===== config.mk =====
export PLATFORM = sky130hd
export DESIGN_NAME = image_pair_rms_difference_flat
export DESIGN_NICKNAME = d
export VERILOG_FILES = /design/src/iprd_pkg.sv /design/src/iprd_if.sv /design/src/iprd_front.sv /design/src/iprd_fifo.sv /design/src/iprd_back.sv /design/src/iprd_outreg.sv /design/src/image_pair_rms_difference.sv /design/src/flat_wrapper.sv
export SDC_FILE = /design/constraint.sdc
export NUM_CORES = 1
export LEC_CHECK = 0
export BUFFER_PORTS_ARGS = -buffer_cell sky130_fd_sc_hd__buf_2
export CAP_MARGIN = 20
export CELL_PAD_IN_SITES_DETAIL_PLACEMENT = 2
export CELL_PAD_IN_SITES_GLOBAL_PLACEMENT = 2
export CORE_ASPECT_RATIO = 2
export CORE_MARGIN = 1
export CORE_UTILIZATION = 36
export CTS_CLUSTER_DIAMETER = 50
export CTS_CLUSTER_SIZE = 28
export DETAILED_ROUTE_END_ITERATION = 6
export HOLD_SLACK_MARGIN = 0.03
export PLACE_DENSITY_LB_ADDON = 0.1
export SYNTH_ARGS = -nofsm -noshare
export SYNTH_HDL_FRONTEND = slang
export SYNTH_SLANG_ARGS = --single-unit

===== constraint.sdc =====
create_clock -name clk_i -period 3.77 [get_ports clk_i]
set_input_delay 0 -clock clk_i [delete_from_list [all_inputs] [get_ports clk_i]]
set_output_delay 0 -clock clk_i [all_outputs]
set_load 0.02 [all_outputs]

===== src/iprd_pkg.sv =====
// ----------------------------------------------------------------------------
// iprd_pkg: shared types and constants for the image pair RMS difference block
// Register indexes, run modes, queue entry and result payload types.
// ----------------------------------------------------------------------------
package iprd_pkg;

  localparam int unsigned NUM_CH   = 4;
  localparam int unsigned SMP_W    = 16;
  localparam int unsigned COL_W    = 13;
  localparam int unsigned ROW_W    = 14;
  localparam int unsigned WIDTH_W  = 14;
  // pixels past 2^PIX_LOG2 in one frame are not added to the sums
  localparam int unsigned PIX_LOG2 = 26;
  localparam int unsigned SUM_W    = 2 * SMP_W + PIX_LOG2;
  localparam int unsigned CNT_W    = PIX_LOG2 + 1;
  localparam int unsigned PIX_W    = 34;
  localparam int unsigned CFG_IDX_W = 2;
  localparam int unsigned CFG_DAT_W = 16;

  localparam logic [WIDTH_W-1:0] MaxWidth = 14'd8192;

  typedef enum logic [CFG_IDX_W-1:0] {
    REG_WIDTH = 2'd0,
    REG_CHANS = 2'd1,
    REG_MODE  = 2'd2,
    REG_LIMIT = 2'd3
  } reg_idx_e;

  typedef enum logic [1:0] {
    MODE_RMS  = 2'd0,
    MODE_MAX  = 2'd1,
    MODE_CMP  = 2'd2,
    MODE_NONE = 2'd3
  } run_mode_e;

  typedef enum logic [1:0] {
    BK_RUN,
    BK_DIV,
    BK_SQRT,
    BK_OUT
  } back_state_e;

  // one pixel as classified by the front part
  typedef struct packed {
    logic [NUM_CH-1:0][SMP_W-1:0] diff;
    logic [NUM_CH-1:0]            used;
    logic                         over;
    logic                         last;
    logic [COL_W-1:0]             col;
    logic [ROW_W-1:0]             row;
    logic [1:0]                   mode;
  } pix_t;

  typedef struct packed {
    logic [NUM_CH-1:0][SMP_W-1:0] rms;
    logic                         max_found;
    logic [COL_W-1:0]             max_col;
    logic [ROW_W-1:0]             max_row;
    logic                         images_match;
    logic [COL_W-1:0]             miss_col;
    logic [ROW_W-1:0]             miss_row;
  } res_t;

  typedef struct packed {
    logic [NUM_CH-1:0][SMP_W-1:0] a;
    logic [NUM_CH-1:0][SMP_W-1:0] b;
    logic                         last_pixel;
  } pair_t;

endpackage


===== src/iprd_if.sv =====
// ----------------------------------------------------------------------------
// iprd_if: valid/ready channel carrying one payload
// Source drives valid and data, sink drives ready.
// ----------------------------------------------------------------------------
interface iprd_if #(
  parameter type T = logic
);
  logic valid;
  logic ready;
  T     data;

  modport source (output valid, output data, input ready);
  modport sink   (input valid, input data, output ready);
endinterface


===== src/iprd_front.sv =====
// ----------------------------------------------------------------------------
// iprd_front: pixel classifier
// Forms channel differences, the over-limit flag and the raster position.
// ----------------------------------------------------------------------------
module iprd_front import iprd_pkg::*; #(
  parameter int unsigned Channels   = 4,
  parameter int unsigned SampleBits = 16
) (
  input  logic              clk_i,
  input  logic              rst_ni,
  input  logic              in_valid_i,
  output logic              in_ready_o,
  input  pair_t             in_data_i,
  input  logic [WIDTH_W-1:0] width_i,
  input  logic [2:0]        chans_i,
  input  logic [1:0]        mode_i,
  input  logic [SMP_W-1:0]  limit_i,
  output logic              pix_valid_o,
  input  logic              pix_ready_i,
  output pix_t              pix_o
);

  logic [COL_W-1:0] col_q, col_d;
  logic [ROW_W-1:0] row_q, row_d;
  logic [2:0]       nch;
  logic [WIDTH_W-1:0] wid;
  logic             take;

  assign in_ready_o  = pix_ready_i;
  assign pix_valid_o = in_valid_i;
  assign take        = in_valid_i && pix_ready_i;

  always_comb begin
    nch = chans_i;
    if (nch == 3'd0) nch = 3'd1;
    if (nch > 3'(Channels)) nch = 3'(Channels);
    wid = width_i;
    if (wid == '0) wid = 14'd1;
    if (wid > MaxWidth) wid = MaxWidth;
  end

  always_comb begin
    logic [SMP_W-1:0] a, b;
    pix_o = '0;
    for (int c = 0; c < NUM_CH; c++) begin
      a = in_data_i.a[c] & SMP_W'((17'd1 << SampleBits) - 17'd1);
      b = in_data_i.b[c] & SMP_W'((17'd1 << SampleBits) - 17'd1);
      pix_o.used[c] = (3'(c) < nch);
      pix_o.diff[c] = pix_o.used[c] ? ((a >= b) ? a - b : b - a) : '0;
      if (pix_o.used[c] && pix_o.diff[c] > limit_i) pix_o.over = 1'b1;
    end
    pix_o.last = in_data_i.last_pixel;
    pix_o.col  = col_q;
    pix_o.row  = row_q;
    pix_o.mode = mode_i;
  end

  always_comb begin
    col_d = col_q;
    row_d = row_q;
    if (take) begin
      if (in_data_i.last_pixel) begin
        col_d = '0;
        row_d = '0;
      end else if ({1'b0, col_q} + 14'd1 >= wid) begin
        col_d = '0;
        row_d = row_q + 1'b1;
      end else begin
        col_d = col_q + 1'b1;
      end
    end
  end

  always_ff @(posedge clk_i or negedge rst_ni) begin
    if (!rst_ni) begin
      col_q <= '0;
      row_q <= '0;
    end else begin
      col_q <= col_d;
      row_q <= row_d;
    end
  end

endmodule


===== src/iprd_fifo.sv =====
// ----------------------------------------------------------------------------
// iprd_fifo: short queue between classifier and accumulator
// Two-entry register queue, full-throughput valid/ready.
// ----------------------------------------------------------------------------
module iprd_fifo import iprd_pkg::*; (
  input  logic clk_i,
  input  logic rst_ni,
  input  logic wr_valid_i,
  output logic wr_ready_o,
  input  pix_t wr_data_i,
  output logic rd_valid_o,
  input  logic rd_ready_i,
  output pix_t rd_data_o
);

  pix_t       mem_q [2];
  logic       wp_q, rp_q;
  logic [1:0] cnt_q;
  logic       push, pop;

  assign wr_ready_o = (cnt_q != 2'd2);
  assign rd_valid_o = (cnt_q != 2'd0);
  assign rd_data_o  = mem_q[rp_q];
  assign push = wr_valid_i && wr_ready_o;
  assign pop  = rd_valid_o && rd_ready_i;

  always_ff @(posedge clk_i) begin
    if (push) mem_q[wp_q] <= wr_data_i;
  end

  always_ff @(posedge clk_i or negedge rst_ni) begin
    if (!rst_ni) begin
      wp_q <= 1'b0;
      rp_q <= 1'b0;
      cnt_q <= '0;
    end else begin
      if (push) wp_q <= ~wp_q;
      if (pop) rp_q <= ~rp_q;
      cnt_q <= cnt_q + {1'b0, push} - {1'b0, pop};
    end
  end

  occupancy_bound: assert property (@(posedge clk_i) disable iff (!rst_ni)
    cnt_q <= 2'd2) else $error("queue occupancy out of range");
  no_push_full: assert property (@(posedge clk_i) disable iff (!rst_ni)
    cnt_q == 2'd2 |-> !push) else $error("push into full queue");
  no_pop_empty: assert property (@(posedge clk_i) disable iff (!rst_ni)
    cnt_q == 2'd0 |-> !pop) else $error("pop from empty queue");

endmodule


===== src/iprd_back.sv =====
// ----------------------------------------------------------------------------
// iprd_back: accumulator and end-of-frame divide / square root
// While running, squares one pixel per cycle into per-channel sums, then per channel
// runs a bit-serial divide (sum/count) and a two-bit-per-step integer square root.
// ----------------------------------------------------------------------------
module iprd_back import iprd_pkg::*; (
  input  logic      clk_i,
  input  logic      rst_ni,
  input  logic      pix_valid_i,
  output logic      pix_ready_o,
  input  pix_t      pix_i,
  output logic      res_valid_o,
  input  logic      res_ready_i,
  output res_t      res_o
);

  localparam int unsigned DivStepW = 6;
  localparam int unsigned SqStepW  = 5;

  back_state_e state_q, state_d;

  logic [NUM_CH-1:0][SUM_W-1:0] sum_q;
  logic [CNT_W-1:0]  cnt_q;
  logic [PIX_W-1:0]  best_q;
  logic [COL_W-1:0]  best_col_q, miss_col_q;
  logic [ROW_W-1:0]  best_row_q, miss_row_q;
  logic              best_vld_q, miss_q;
  logic [1:0]        mode_q;
  logic [1:0]        ch_q;
  logic [DivStepW-1:0] step_q;
  logic [SUM_W-1:0]  quo_q, rem_q;
  logic [SUM_W-1:0]  sq_v_q, sq_r_q;
  logic [SqStepW-1:0] sstep_q;
  logic [NUM_CH-1:0][SMP_W-1:0] rms_q;
  logic [NUM_CH-1:0] used_q;

  logic              take, accum, done_ch;
  logic [PIX_W-1:0]  pix_sum;
  logic [NUM_CH-1:0][2*SMP_W-1:0] sq;

  assign pix_ready_o = (state_q == BK_RUN);
  assign take  = pix_valid_i && pix_ready_o;
  assign accum = (cnt_q < CNT_W'(64'd1 << PIX_LOG2));

  always_comb begin
    pix_sum = '0;
    for (int c = 0; c < NUM_CH; c++) begin
      sq[c] = pix_i.diff[c] * pix_i.diff[c];
      pix_sum = pix_sum + PIX_W'(sq[c]);
    end
  end

  // divide step: restoring, one quotient bit per cycle
  logic [SUM_W:0]   rem_sh;
  logic             ge;
  always_comb begin
    rem_sh = {rem_q, quo_q[SUM_W-1]};
    ge = rem_sh >= (SUM_W+1)'(cnt_q);
  end

  // sqrt step: two radicand bits per cycle
  logic [SUM_W+1:0] trial;
  logic [SUM_W+1:0] rad;
  logic             sq_ge;
  always_comb begin
    rad   = {sq_r_q, sq_v_q[SUM_W-1 -: 2]};
    trial = {SUM_W'(rms_q[ch_q]), 2'b01};
    sq_ge = (rad >= trial);
  end

  assign done_ch = (sstep_q == SqStepW'(SUM_W/2 - 1));

  always_comb begin
    state_d = state_q;
    case (state_q)
      BK_RUN:  if (take && pix_i.last) state_d = BK_DIV;
      BK_DIV:  if (step_q == DivStepW'(SUM_W-1)) state_d = BK_SQRT;
      BK_SQRT: if (done_ch) state_d = (ch_q == 2'(NUM_CH-1)) ? BK_OUT : BK_DIV;
      BK_OUT:  if (res_ready_i) state_d = BK_RUN;
      default: state_d = BK_RUN;
    endcase
  end

  // findings are held until the result handshake, so the payload reads them directly
  always_comb begin
    res_valid_o = (state_q == BK_OUT);
    res_o = '0;
    res_o.rms = rms_q;
    if ((mode_q == MODE_MAX) && best_vld_q) begin
      res_o.max_found = 1'b1;
      res_o.max_col   = best_col_q;
      res_o.max_row   = best_row_q;
    end
    if (mode_q == MODE_CMP) begin
      res_o.images_match = !miss_q;
      if (miss_q) begin
        res_o.miss_col = miss_col_q;
        res_o.miss_row = miss_row_q;
      end
    end
  end

  always_ff @(posedge clk_i or negedge rst_ni) begin
    if (!rst_ni) begin
      state_q <= BK_RUN;
      sum_q <= '0; cnt_q <= '0; best_q <= '0;
      best_col_q <= '0; best_row_q <= '0; best_vld_q <= 1'b0;
      miss_q <= 1'b0; miss_col_q <= '0; miss_row_q <= '0;
      mode_q <= '0; ch_q <= '0; step_q <= '0; sstep_q <= '0;
      quo_q <= '0; rem_q <= '0; sq_v_q <= '0; sq_r_q <= '0;
      rms_q <= '0; used_q <= '0;
    end else begin
      state_q <= state_d;
      case (state_q)
        BK_RUN: begin
          if (take) begin
            if (accum) begin
              for (int c = 0; c < NUM_CH; c++)
                sum_q[c] <= sum_q[c] + SUM_W'(sq[c]);
              cnt_q <= cnt_q + 1'b1;
            end
            if (pix_i.mode == MODE_MAX && pix_sum > best_q) begin
              best_q <= pix_sum; best_col_q <= pix_i.col;
              best_row_q <= pix_i.row; best_vld_q <= 1'b1;
            end
            if (pix_i.mode == MODE_CMP && pix_i.over && !miss_q) begin
              miss_q <= 1'b1; miss_col_q <= pix_i.col; miss_row_q <= pix_i.row;
            end
            if (pix_i.last) begin
              mode_q <= pix_i.mode;
              used_q <= pix_i.used;
              ch_q <= '0; step_q <= '0;
              quo_q <= (accum ? sum_q[0] + SUM_W'(sq[0]) : sum_q[0]);
              rem_q <= '0;
            end
          end
        end
        BK_DIV: begin
          step_q <= step_q + 1'b1;
          rem_q  <= ge ? SUM_W'(rem_sh - (SUM_W+1)'(cnt_q)) : rem_sh[SUM_W-1:0];
          quo_q  <= {quo_q[SUM_W-2:0], ge};
          if (step_q == DivStepW'(SUM_W-1)) begin
            sq_v_q <= {quo_q[SUM_W-2:0], ge};
            sq_r_q <= '0; sstep_q <= '0;
            rms_q[ch_q] <= '0;
          end
        end
        BK_SQRT: begin
          sstep_q <= sstep_q + 1'b1;
          sq_v_q <= {sq_v_q[SUM_W-3:0], 2'b00};
          sq_r_q <= sq_ge ? SUM_W'(rad - trial) : SUM_W'(rad);
          if (done_ch && (!used_q[ch_q] || cnt_q == '0)) begin
            rms_q[ch_q] <= '0;
          end else begin
            rms_q[ch_q] <= {rms_q[ch_q][SMP_W-2:0], sq_ge};
          end
          if (done_ch) begin
            ch_q <= ch_q + 1'b1;
            step_q <= '0; rem_q <= '0;
            quo_q <= sum_q[2'(ch_q + 1'b1)];
          end
        end
        BK_OUT: begin
          if (res_ready_i) begin
            sum_q <= '0; cnt_q <= '0; best_q <= '0;
            best_col_q <= '0; best_row_q <= '0; best_vld_q <= 1'b0;
            miss_q <= 1'b0; miss_col_q <= '0; miss_row_q <= '0;
          end
        end
        default: ;
      endcase
    end
  end

  no_take_busy: assert property (@(posedge clk_i) disable iff (!rst_ni)
    state_q != BK_RUN |-> !take) else $error("pixel taken during finish");
  cleared_after: assert property (@(posedge clk_i) disable iff (!rst_ni)
    state_q == BK_OUT && res_ready_i |=> cnt_q == '0 && !miss_q)
    else $error("frame state not cleared");
  div_to_sqrt: assert property (@(posedge clk_i) disable iff (!rst_ni)
    state_q == BK_DIV && step_q == DivStepW'(SUM_W-1) |=> state_q == BK_SQRT)
    else $error("divide did not hand off");

endmodule


===== src/iprd_outreg.sv =====
// ----------------------------------------------------------------------------
// iprd_outreg: registered result stage
// Latches the back part's result so its finish logic can release early.
// ----------------------------------------------------------------------------
module iprd_outreg import iprd_pkg::*; (
  input  logic clk_i,
  input  logic rst_ni,
  input  logic in_valid_i,
  output logic in_ready_o,
  input  res_t in_data_i,
  output logic out_valid_o,
  input  logic out_ready_i,
  output res_t out_data_o
);
  logic vld_q;
  res_t dat_q;

  assign in_ready_o  = !vld_q || out_ready_i;
  assign out_valid_o = vld_q;
  assign out_data_o  = dat_q;

  always_ff @(posedge clk_i) begin
    if (in_valid_i && in_ready_o) dat_q <= in_data_i;
  end

  always_ff @(posedge clk_i or negedge rst_ni) begin
    if (!rst_ni) vld_q <= 1'b0;
    else if (in_ready_o) vld_q <= in_valid_i;
  end
endmodule


===== src/image_pair_rms_difference.sv =====
// ----------------------------------------------------------------------------
// image_pair_rms_difference: per-channel RMS of two images' difference
// Accumulates squared differences, finds max pixel or first over-limit pixel.
// ----------------------------------------------------------------------------
// channel  dir  payload                         handshake
// pix_in   in   a/b samples x4, last_pixel      valid/ready
// res_out  out  rms x4, max and miss findings   valid/ready
// cfg      in   cfg_we_i, cfg_idx_i, cfg_data_i write enable
//
// One pixel per cycle while a frame streams; the accumulator squares and adds
// in the same cycle that it takes a pixel. On the last pixel the back part runs
// per channel a serial divide and a square root and then offers the result,
// during which the back takes no pixel; the two-entry queue fills, then input
// stalls. The result reaches res_out through the output register. Reset clears
// all frame state.
module image_pair_rms_difference import iprd_pkg::*; #(
  parameter int unsigned CHANNELS        = 4,
  parameter int unsigned SAMPLE_BITS     = 16
) (
  input  logic                 clk_i,
  input  logic                 rst_ni,
  iprd_if.sink                 pix_in,
  iprd_if.source               res_out,
  input  logic                 cfg_we_i,
  input  logic [CFG_IDX_W-1:0] cfg_idx_i,
  input  logic [CFG_DAT_W-1:0] cfg_data_i
);

  logic [WIDTH_W-1:0] width_q;
  logic [2:0]         chans_q;
  logic [1:0]         mode_q;
  logic [SMP_W-1:0]   limit_q;

  always_ff @(posedge clk_i or negedge rst_ni) begin
    if (!rst_ni) begin
      width_q <= 14'd1;
      chans_q <= 3'd4;
      mode_q  <= MODE_RMS;
      limit_q <= '0;
    end else if (cfg_we_i) begin
      case (reg_idx_e'(cfg_idx_i))
        REG_WIDTH: width_q <= cfg_data_i[WIDTH_W-1:0];
        REG_CHANS: chans_q <= cfg_data_i[2:0];
        REG_MODE:  mode_q  <= cfg_data_i[1:0];
        REG_LIMIT: limit_q <= cfg_data_i;
        default: ;
      endcase
    end
  end

  logic f_valid, f_ready, q_valid, q_ready, r_valid, r_ready;
  pix_t f_pix, q_pix;
  res_t r_res;

  iprd_front #(.Channels(CHANNELS), .SampleBits(SAMPLE_BITS)) u_front (
    .clk_i, .rst_ni,
    .in_valid_i(pix_in.valid), .in_ready_o(pix_in.ready), .in_data_i(pix_in.data),
    .width_i(width_q), .chans_i(chans_q), .mode_i(mode_q), .limit_i(limit_q),
    .pix_valid_o(f_valid), .pix_ready_i(f_ready), .pix_o(f_pix)
  );

  iprd_fifo u_fifo (
    .clk_i, .rst_ni,
    .wr_valid_i(f_valid), .wr_ready_o(f_ready), .wr_data_i(f_pix),
    .rd_valid_o(q_valid), .rd_ready_i(q_ready), .rd_data_o(q_pix)
  );

  iprd_back u_back (
    .clk_i, .rst_ni,
    .pix_valid_i(q_valid), .pix_ready_o(q_ready), .pix_i(q_pix),
    .res_valid_o(r_valid), .res_ready_i(r_ready), .res_o(r_res)
  );

  iprd_outreg u_out (
    .clk_i, .rst_ni,
    .in_valid_i(r_valid), .in_ready_o(r_ready), .in_data_i(r_res),
    .out_valid_o(res_out.valid), .out_ready_i(res_out.ready), .out_data_o(res_out.data)
  );

endmodule

===== src/flat_wrapper.sv =====
// flat-port wrapper written by rule: the top's interface ports become plain ports
module image_pair_rms_difference_flat import iprd_pkg::*;
#(
  parameter int unsigned CHANNELS        = 4,
  parameter int unsigned SAMPLE_BITS     = 16
)
  (clk_i, rst_ni, cfg_we_i, cfg_idx_i, cfg_data_i, pix_in_valid, pix_in_data, pix_in_ready, res_out_valid, res_out_data, res_out_ready);
  iprd_if pix_in_i ();
  iprd_if res_out_i ();
  input  logic clk_i;
  input  logic rst_ni;
  input  logic cfg_we_i;
  input  logic [CFG_IDX_W-1:0] cfg_idx_i;
  input  logic [CFG_DAT_W-1:0] cfg_data_i;
  input wire logic [$bits(pix_in_i.valid)-1:0] pix_in_valid;
  input wire logic [$bits(pix_in_i.data)-1:0] pix_in_data;
  output wire logic [$bits(pix_in_i.ready)-1:0] pix_in_ready;
  output wire logic [$bits(res_out_i.valid)-1:0] res_out_valid;
  output wire logic [$bits(res_out_i.data)-1:0] res_out_data;
  input wire logic [$bits(res_out_i.ready)-1:0] res_out_ready;
  assign pix_in_i.valid = pix_in_valid;
  assign pix_in_i.data = pix_in_data;
  assign pix_in_ready = pix_in_i.ready;
  assign res_out_valid = res_out_i.valid;
  assign res_out_data = res_out_i.data;
  assign res_out_i.ready = res_out_ready;
  image_pair_rms_difference #(.CHANNELS(CHANNELS), .SAMPLE_BITS(SAMPLE_BITS)) u_core (.clk_i(clk_i), .rst_ni(rst_ni), .pix_in(pix_in_i), .res_out(res_out_i), .cfg_we_i(cfg_we_i), .cfg_idx_i(cfg_idx_i), .cfg_data_i(cfg_data_i));
endmodule

==> flow_summary.yaml <==
status:
  status: "finished, final reports clean"
finish:
  ff_latch_area_um2: 861
  diodes: 0
  fin_util_pct: 43.6
  fillers: 427
  syn_to_final_growth_pct: 16.5
  drive_above_1_share_pct: 18.4
  final_nets: 182
  multi_input_comb_area_um2: 612
  fin_cells: 204
  final_cell_area_um2: 1780
floorplanning:
  start_util_pct: 37.4
  core_um2: 4090
  rows: 33
  die-area_um2: 4530
  ios: 27
  die_h_um: 94.2
  dieWidth_um: 48.1
worst_setup_path:
  crit_type: "flop to flop"
  worst_setup_path_end_kind: "flop"
  cp.required_ps: 3930
  cp_top_family: "simple AND/OR/NAND/NOR gates"
  start_kind: "flop"
  crit_chain: "inv_1 -> ha_1 -> nand2_1 -> or4b_4 -> nor2_2 -> nor2_1 -> mux2_2"
  critPathBufInv: 1
  critPathSlowestCell: "or4b_4"
  worst-endpoint-arrival_ps: 1990
  max_stage_delay_ps: 510
  cp_max_fo: 4
grt:
  grt_pass1_vias: 1168
  antenna_found_initial: 0
  grt_max_degree: 27
  grt_first_pass_wirelength_um: 5130
  grt_usage_pct: 16.6
  grt_overflow: 0
detailed_routing:
  drt_pre_antenna_iters: 2
  drtAntennaViolNets: 0
  finalWirelength_um: 3100
  wire_per_inst_um: 15.2
  drc: 0
  routed_via_density: 5.05
  dr.first_iter.drc_count: 18
  vias: 1030
logic_synthesis:
  synth_cell_types: 36
  syn_area_um2: 1530
  avgSynthCellArea_um2: 11.5
  synthCells: 133
  ys_seq_area_share_pct: 56.3
  synth_fp_nets: 164
  synth_seq_cells: 33
  yosys_warnings: 0
pwr:
  power_density_nw_per_um2: 479
  peakVddDrop_v: 0.000407
  fin_total_pwr_mw: 0.853
  leakagePower_nw: 0.776
run:
  cap_violations: 0
placement:
  place_area_um2: 1620
  hpwl_um: 2310
  gp_congestion: 0.720
  port_buffers: 12
  place_ws_ps: 1950
  dp_cells: 191
hold_path:
  holdCritPathClass: "input pin to flop"
timing:
  max_slew.worst_pin.slew_ps: 601
  fin_crit_ps: 1830
  skew_ps: 5.72
  fmax_mhz: 547
  fin_ws_ps: 1940
  fin_crit_sh_pct: 48.5
  rsz0062_at_grt: "no"
  whs_ps: 97.5
  hold_viol: 0
  drv_slew: 0
  finalSetupViolCount: 0
  tns_ps: 0
  slew_headroom_pct: 59.9
clock_tree:
  cts_made_buffers: 5
  clk_latency_ps: 280
  cts_resized: 0
  post_cts_buffers: 0
  cts_root_buffer: "clkbuf_8"
  clk_path_buf_depth: 2
  clkTransAtPathRegs_ps: 70
  cts_tree: "done"
  cts_max_level: 2
  cts.sinks: 33
[per-layer routing]
metal  track usage (%)  routed length, um  up-vias
met4              8.56                 84        0
met2              31.3               1880       12
met5                 0                  0        -
met1              14.7               1110      525
li1                  -                  -      486
met3              2.88                 35        7
[repair_timing]
item | in CTS | in global routing
endpoints found under the hold margin | 31 | 0
endpoints found under the setup margin | 0 | 0
hold buffers | 5 | 0
[cell usage in the layout, fill, tap and decap left out, types with 2 or more instances in the layout]
cell type,count
nand3b_1,2
a22o_1,3
xor2_1,4
nand4_1,2
xnor2_1,6
inv_1,6
ha_1,7
mux2i_1,3
edfxtp_1,7
clkbuf_8,5
nor2b_1,5
nand3_1,4
buf_2,12
nor2_1,7
o21ai_0,7
nand2b_1,5
mux2_2,3
dlygate4sd3_1,5
nand2_1,14
dfrtp_1,26
[cell families (layout without fill, tap and decap cells)]
kind of cell	Yosys count	in the layout	synth area share, %
AND/OR/NAND/NOR	48	48	17.2
flip-flops	33	33	56.3
AO/OA/AOI/OAI	16	16	7.20
buffers and inverters	13	32	3.68
XOR/XNOR	10	10	5.73
adder cells (fa/ha/maj)	7	7	5.73
multiplexers	6	6	4.17
[synthesized netlist by cell type, drive strengths merged]
cell type	n	share of area (%)
or4b	1	0.90
nor2	8	2.1
and4	1	0.57
mux2i	3	2.0
nand3b	2	0.98
a21oi	2	1.4
or4	1	0.74
or3	1	0.41
nand4	2	0.82
nand3	4	1.3
nand2b	5	2.0
inv	7	1.7
o21ai	8	2.6
o22ai	1	0.41
mux2	3	2.2
and4b	1	0.65
ha	7	5.7
a31o	1	0.57
dfrtp	26	43
nand2	14	3.4
xnor2	6	3.4
and3	1	0.41
and2	1	0.41
buf	6	2.0
nor2b	5	2.0
edfxtp	7	14
nor3	1	0.33
xor2	4	2.3
a22o	3	1.7
o211ai	1	0.49
[where the power goes]
group | total, mW | switching [mW] | leakage, nW | internal, mW
combinational | 0.102 | 0.0558 | 0.325 | 0.0460
clock | 0.322 | 0.126 | 0.0552 | 0.196
sequential | 0.429 | 0.0223 | 0.395 | 0.407
[state kept, by name (all words and copies together) (netlist names)]
register                  cells
u_core.u_back.step_q          6
u_core.u_fifo.mem_q           6
u_core.u_back.sstep_q         5
u_core.mode_q                 2
u_core.u_back.ch_q            2
u_core.u_back.mode_q          2
u_core.u_back.state_q         2
u_core.u_fifo.cnt_q           2
u_core.u_back.miss_q          1
u_core.u_back.miss_row_q      1
u_core.u_fifo.rp_q            1
u_core.u_fifo.wp_q            1
u_core.u_out.out_data_o       1
u_core.u_out.out_valid_o      1
[worst register-to-register path: cells and delay by family (launching register included)]
kind	cells	cell delay, ps
adder cells (fa/ha/maj)	1	140
buffers and inverters	1	70
flip-flops	1	410
multiplexers	1	300
AND/OR/NAND/NOR	4	800
[final cells by class]
class	count	share of cell area, %
sequential	33	48.3
multi-input combinational	87	34.3
inverter	7	1.47
timing repair buffer	17	6.18
clock buffer	6	4.07
tap	52	3.65
clock inverter	2	1.97
[worst paths after layout]
| path | slack (ps) | endpoint | startpoint | cells past startpoint |
|---|---|---|---|---|
| min in group asynchronous | 250 | u_core.u_back.miss_row_q[0] | rst_ni | 2 |
| min reg2reg | 470 | u_core.u_fifo.mem_q[0][1] | u_core.mode_q[1] | 0 |
| max reg2reg | 1940 | u_core.u_back.sstep_q[0] | u_core.u_back.step_q[1] | 7 |
| max in group asynchronous | 3120 | u_core.u_back.step_q[1] | rst_ni | 2 |
| max | 1940 | u_core.u_back.sstep_q[0] | u_core.u_back.step_q[1] | 7 |
| min | 100 | u_core.mode_q[1] | cfg_idx_i[0] | 3 |
Power figures use the tool's default switching activity.
